===== config.mk =====
export PLATFORM = sky130hd
export DESIGN_NAME = cst_ram
export DESIGN_NICKNAME = d
export VERILOG_FILES = /design/src/rtl/cst_ram.sv
export SDC_FILE = /design/constraint.sdc
export NUM_CORES = 2
export LEC_CHECK = 0
export CAP_MARGIN = 30
export CELL_PAD_IN_SITES_DETAIL_PLACEMENT = 2
export CELL_PAD_IN_SITES_GLOBAL_PLACEMENT = 2
export CORE_UTILIZATION = 50
export CTS_BUF_LIST = sky130_fd_sc_hd__clkbuf_8
export DETAILED_ROUTE_END_ITERATION = 16
export DONT_BUFFER_PORTS = 1
export PLACE_DENSITY_LB_ADDON = 0.1
export SYNTH_ARGS = -nofsm -noshare
export SYNTH_HDL_FRONTEND = slang
export SYNTH_SLANG_ARGS = --single-unit

===== constraint.sdc =====
create_clock -name clk -period 2.2 [get_ports clk]
set_input_delay 0 -clock clk [delete_from_list [all_inputs] [get_ports clk]]
set_output_delay 0 -clock clk [all_outputs]
set_load 0.02 [all_outputs]

===== src/rtl/cst_ram.sv =====
// Generic RAM with one write port and one registered read port.
module cst_ram #(
  parameter int Width = 8,
  parameter int Depth = 256
) (
  input  logic                     clk,
  input  logic                     we,
  input  logic [$clog2(Depth)-1:0] waddr,
  input  logic [Width-1:0]         wdata,
  input  logic [$clog2(Depth)-1:0] raddr,
  output logic [Width-1:0]         rdata
);
  logic [Width-1:0] mem [Depth];

  always_ff @(posedge clk) begin
    if (we) begin
      mem[waddr] <= wdata;
    end
    rdata <= mem[raddr];
  end
endmodule


==> results of run 1 <==
## logic make-up after synthesis
kind of cell	after synthesis	share of synthesized area (%)
multiplexers	591	14.6
flip-flops	2056	77.5
buffers and inverters	235	1.83
AND/OR/NAND/NOR	466	2.63
AO/OA/AOI/OAI	385	3.42
## metrics by stage
step | cells | setup slack, ps | setup TNS [ps] | hold slack (ps)
floorplan | 3733 | 262 | 0 | 98.9
global placement | 6053 | -814 | -4730 | 129
==> reports/metrics.yaml, run 1 <==
yosys:
  ys_ff_latch: 2056
  syn-cell-area_um2: 79600
  netlist.area_leader.share_pct: 77.3
  synthesis.nets: 3759
  synth.most_common_cell: "edfxtp_1"
  avgSynthCellArea_um2: 21.3
  synthTopCellsByCount: "edfxtp_1 (2,048), mux4_2 (454), nor2_1 (282), mux2i_1 (134), a22oi_1 (133)"
  syn-instance-count: 3733
  synth-main-ff-cell: "edfxtp_1"
  ys_seq_area_share_pct: 77.5
  yosys_warnings: 0
  synthArstFlopShare_pct: 0
  yosysUniqueCellTypes: 55
  synth_edf_count: 2048
  yosysTopAreaCell: "edfxtp_1"
  netlist_top_cells_area: "edfxtp_1 (77%), mux4_2 (13%), mux2i_1 (1.7%)"
die:
  ios: 34
  start_util_pct: 50.3
  die_width_um: 401
  row_count: 146
  dieHeight_um: 401
status:
  lastStage: "3_5_place_dp"
  status: "stopped before the end"
  error: "[ERROR DPL-0033] detailed placement checks failed during check placement."
place:
  portBuffers: 0
  hpwl_um: 153000
  place_congestion: 0.795
==> run 2, diff against run 1 <==
==> config.mk (replaced) <==
export PLATFORM = sky130hd
export DESIGN_NAME = cst_ram
export DESIGN_NICKNAME = d
export VERILOG_FILES = /design/src/rtl/cst_ram.sv
export SDC_FILE = /design/constraint.sdc
export NUM_CORES = 2
export LEC_CHECK = 0
export CAP_MARGIN = 30
export CORE_UTILIZATION = 35
export DETAILED_ROUTE_END_ITERATION = 16
export DONT_BUFFER_PORTS = 1
export PLACE_DENSITY_LB_ADDON = 0.15
export SYNTH_ARGS = -nofsm -noshare
export SYNTH_HDL_FRONTEND = slang
export SYNTH_SLANG_ARGS = --single-unit
==> run 2 against run 1 <==
  * The flow now finishes, with violations (negative hold slack, max-slew violations, negative setup slack)
  * Synthesized cell count is the same
  * Synthesized area unchanged
==> reports/metrics.yaml, run 2 <==
flow_run:
  cap_violations: 0
global_routing:
  antenna_found_initial: 12
  grt_pass1_wl_um: 311000
  grt_pass1_vias: 40400
  grtUsageTotal_pct: 19.0
  grt_overflow: 0
  grt_max_degree: 579
critical_path:
  crit_arrival_ps: 2970
  cp-end-kind: "flop"
  r2r_end: "rdata[5]$_DFF_P_"
  required_ps: 2910
  startpoint_type: "primary input"
  endpoint: "rdata[7]$_DFF_P_"
  r2r-start: "mem[82][5]$_DFFE_PP_"
  crit_start: "raddr[0]"
  path_max_fanout: 88
  reg2reg_depth: 7
  r2r_slack_ps: -50
  critPathKind: "primary input to flop"
timing:
  fin_crit_sh_pct: 103
  finalMaxSlewViolations: 51
  skew_ps: 34.9
  hold_viol_final: 1668
  fmax_mhz: 443
  rsz0062_at_grt: "yes"
  period_minus_slack_ps: 2260
  final-setup-viol-count: 5
  setup_slack_ps: -56.7
  whs_ps: -734
  worst_pin_slew_ps: 1570
  slew_headroom_pct: -4.41
cells_and_area:
  stdcell_count: 7395
  reg_top3: "mem: 2048 flops, rdata: 8 flops"
  regMostFlops: "mem"
  final_cell_mix: "edfxtp_1 (2,048), mux4_2 (455), buf_4 (452)"
  mostFrequentLayoutCell: "edfxtp_1"
  nets: 4254
  area_delta_synth_final_pct: 17.6
  drive_gt1_share_pct: 29.7
  largest_reg_flops: 2048
yosys:
  avgSynthCellArea_um2: 21.3  # unchanged
  yosysTopAreaCell: "edfxtp_1"
  ys_ff_latch: 2056  # unchanged
  syn-instance-count: 3733  # unchanged
  syn-cell-area_um2: 79600  # unchanged
  netlist.area_leader.share_pct: 77.3  # unchanged
  synthTopCellsByCount: "edfxtp_1 (2,048), mux4_2 (454), nor2_1 (282), mux2i_1 (134), a22oi_1 (133)"
  synth_edf_count: 2048  # unchanged
  netlist_top_cells_area: "edfxtp_1 (77%), mux4_2 (13%), mux2i_1 (1.7%)"
  yosysUniqueCellTypes: 55  # unchanged
  synth-main-ff-cell: "edfxtp_1"
  synthArstFlopShare_pct: 0  # unchanged
  synth.most_common_cell: "edfxtp_1"
  synthesis.nets: 3759  # unchanged
  yosys_warnings: 0  # unchanged
  ys_seq_area_share_pct: 77.5  # unchanged
pwr:
  p_per_area_nw_per_um2: 879
  ir_drop_mv: 0.703
  leakage_nw: 29.5
route:
  drcViolationCount: 0
  detail_route.wl_per_cell_um: 30.5
  dr_total_vias: 39600
  antenna_left: 0
  vias_per_cell: 5.35
  first_iter_violations: 3771
  drt-total-wl_um: 226000
  firstDrtPassIters: 5
place:
  hpwl_um: 119000  # -22%
  portBuffers: 0  # unchanged
  place_congestion: 0.798  # +0.47%
  dp_cells: 6965
status:
  violations: "negative hold slack, max-slew violations, negative setup slack"
  status: "complete, but fails checks"
cts:
  clk_pin_slew_ps: 60
  root_buffer: "clkbuf_16"
  cts.path.max_buffers: 3
  clk_latency_ps: 860
  cts_made_buffers: 212
  clkSinkCount: 2056
  cts_setup_buffers: 0
  cts_tree: "done"
  htree_levels: 4
die:
  row_count: 174  # +19%
  ios: 34  # unchanged
  die-area_um2: 229000
  dieHeight_um: 479  # +19%
  start_util_pct: 35.3  # -15 points
  core_um2: 225000
  die_width_um: 479  # +19%
min_path:
  worstHoldPathType: "primary input to flop"
==> run 2: how the worst min path moves through the flow <==
stage          startpoint              endpoint  slack [ps]  cells past startpoint
2_1_floorplan    wdata[0]   mem[0][0]$_DFFE_PP_         100                      0
3_3_place_gp     wdata[0]  mem[66][0]$_DFFE_PP_         130                      0
3_5_place_dp     wdata[4]  mem[86][4]$_DFFE_PP_         130                      0
4_1_cts          wdata[4]  mem[85][4]$_DFFE_PP_        -790                      0
5_1_grt          wdata[4]  mem[85][4]$_DFFE_PP_        -790                      0
6_report         wdata[4]  mem[85][4]$_DFFE_PP_        -730                      0
==> run 2: kinds of logic after synthesis <==
logic type / synth area share (%)
compound gates: 3.42
buf+inv: 1.83
flops: 77.5
mux: 14.6
simple gates: 2.63
==> run 2: final cells by class <==
cell class | count | area, um^2
Clock inverter | 117 | 1060
Fill cell | 19800 | 132000
Tap cell | 2992 | 3740
Antenna cell | 3 | 7.51
Inverter | 2 | 7.51
Sequential cell | 2056 | 61700
Multi-Input combinational cell | 1442 | 16900
Timing Repair Buffer | 514 | 4460
Clock buffer | 269 | 5680
==> run 2: power breakdown <==
| group | switching, mW | internal, mW | total (mW) |
|---|---|---|---|
| sequential | 0.150 | 43.2 | 43.4 |
| combinational | 1.94 | 1.56 | 3.50 |
| clock | 15.1 | 20.2 | 35.4 |
==> run 2: per-stage QoR <==
stage	setup TNS, ps	util, %	power, mW	worst slack (ps)	area, um^2
detailed placement	-5360	38.0	46.9	-929	85700
finish	-160	41.5	82.2	-56.7	93600
global route	-523	41.5	84.5	-121	93500
global placement	-5690	38.0	46.9	-1160	85700
floorplan	0	-	46.2	262	79600
CTS	-209	41.3	82.4	-101	93000
==> run 2: routing by layer <==
layer / share of wire [%] / wire, um / GRT usage (%) / up-vias
met5: 0 / 0 / 0 / -
met4: 2.2 / 4960 / 4.40 / 0
met3: 5.2 / 11800 / 2.70 / 281
met2: 49 / 110000 / 30.9 / 1149
met1: 44 / 99500 / 27.1 / 21400
li1: - / - / - / 16700
==> run 2: worst max-delay path, stage by stage <==
cell and delay, ps:
buf_16 310, buf_16 440, mux2i_2 350, o221ai_1 230, o211ai_1 310, a21oi_1 150
buf_4 170, nor4_4 550, nor4_2 60
==> run 2: what timing repair did <==
action,CTS,global route
pin swaps,15,10
hold buffers,21,4
endpoints found under the hold margin,3933,2054
gates resized for setup,51,22
setup endpoints to repair,8,28
cloned,0,9
Power figures use the tool's default switching activity.
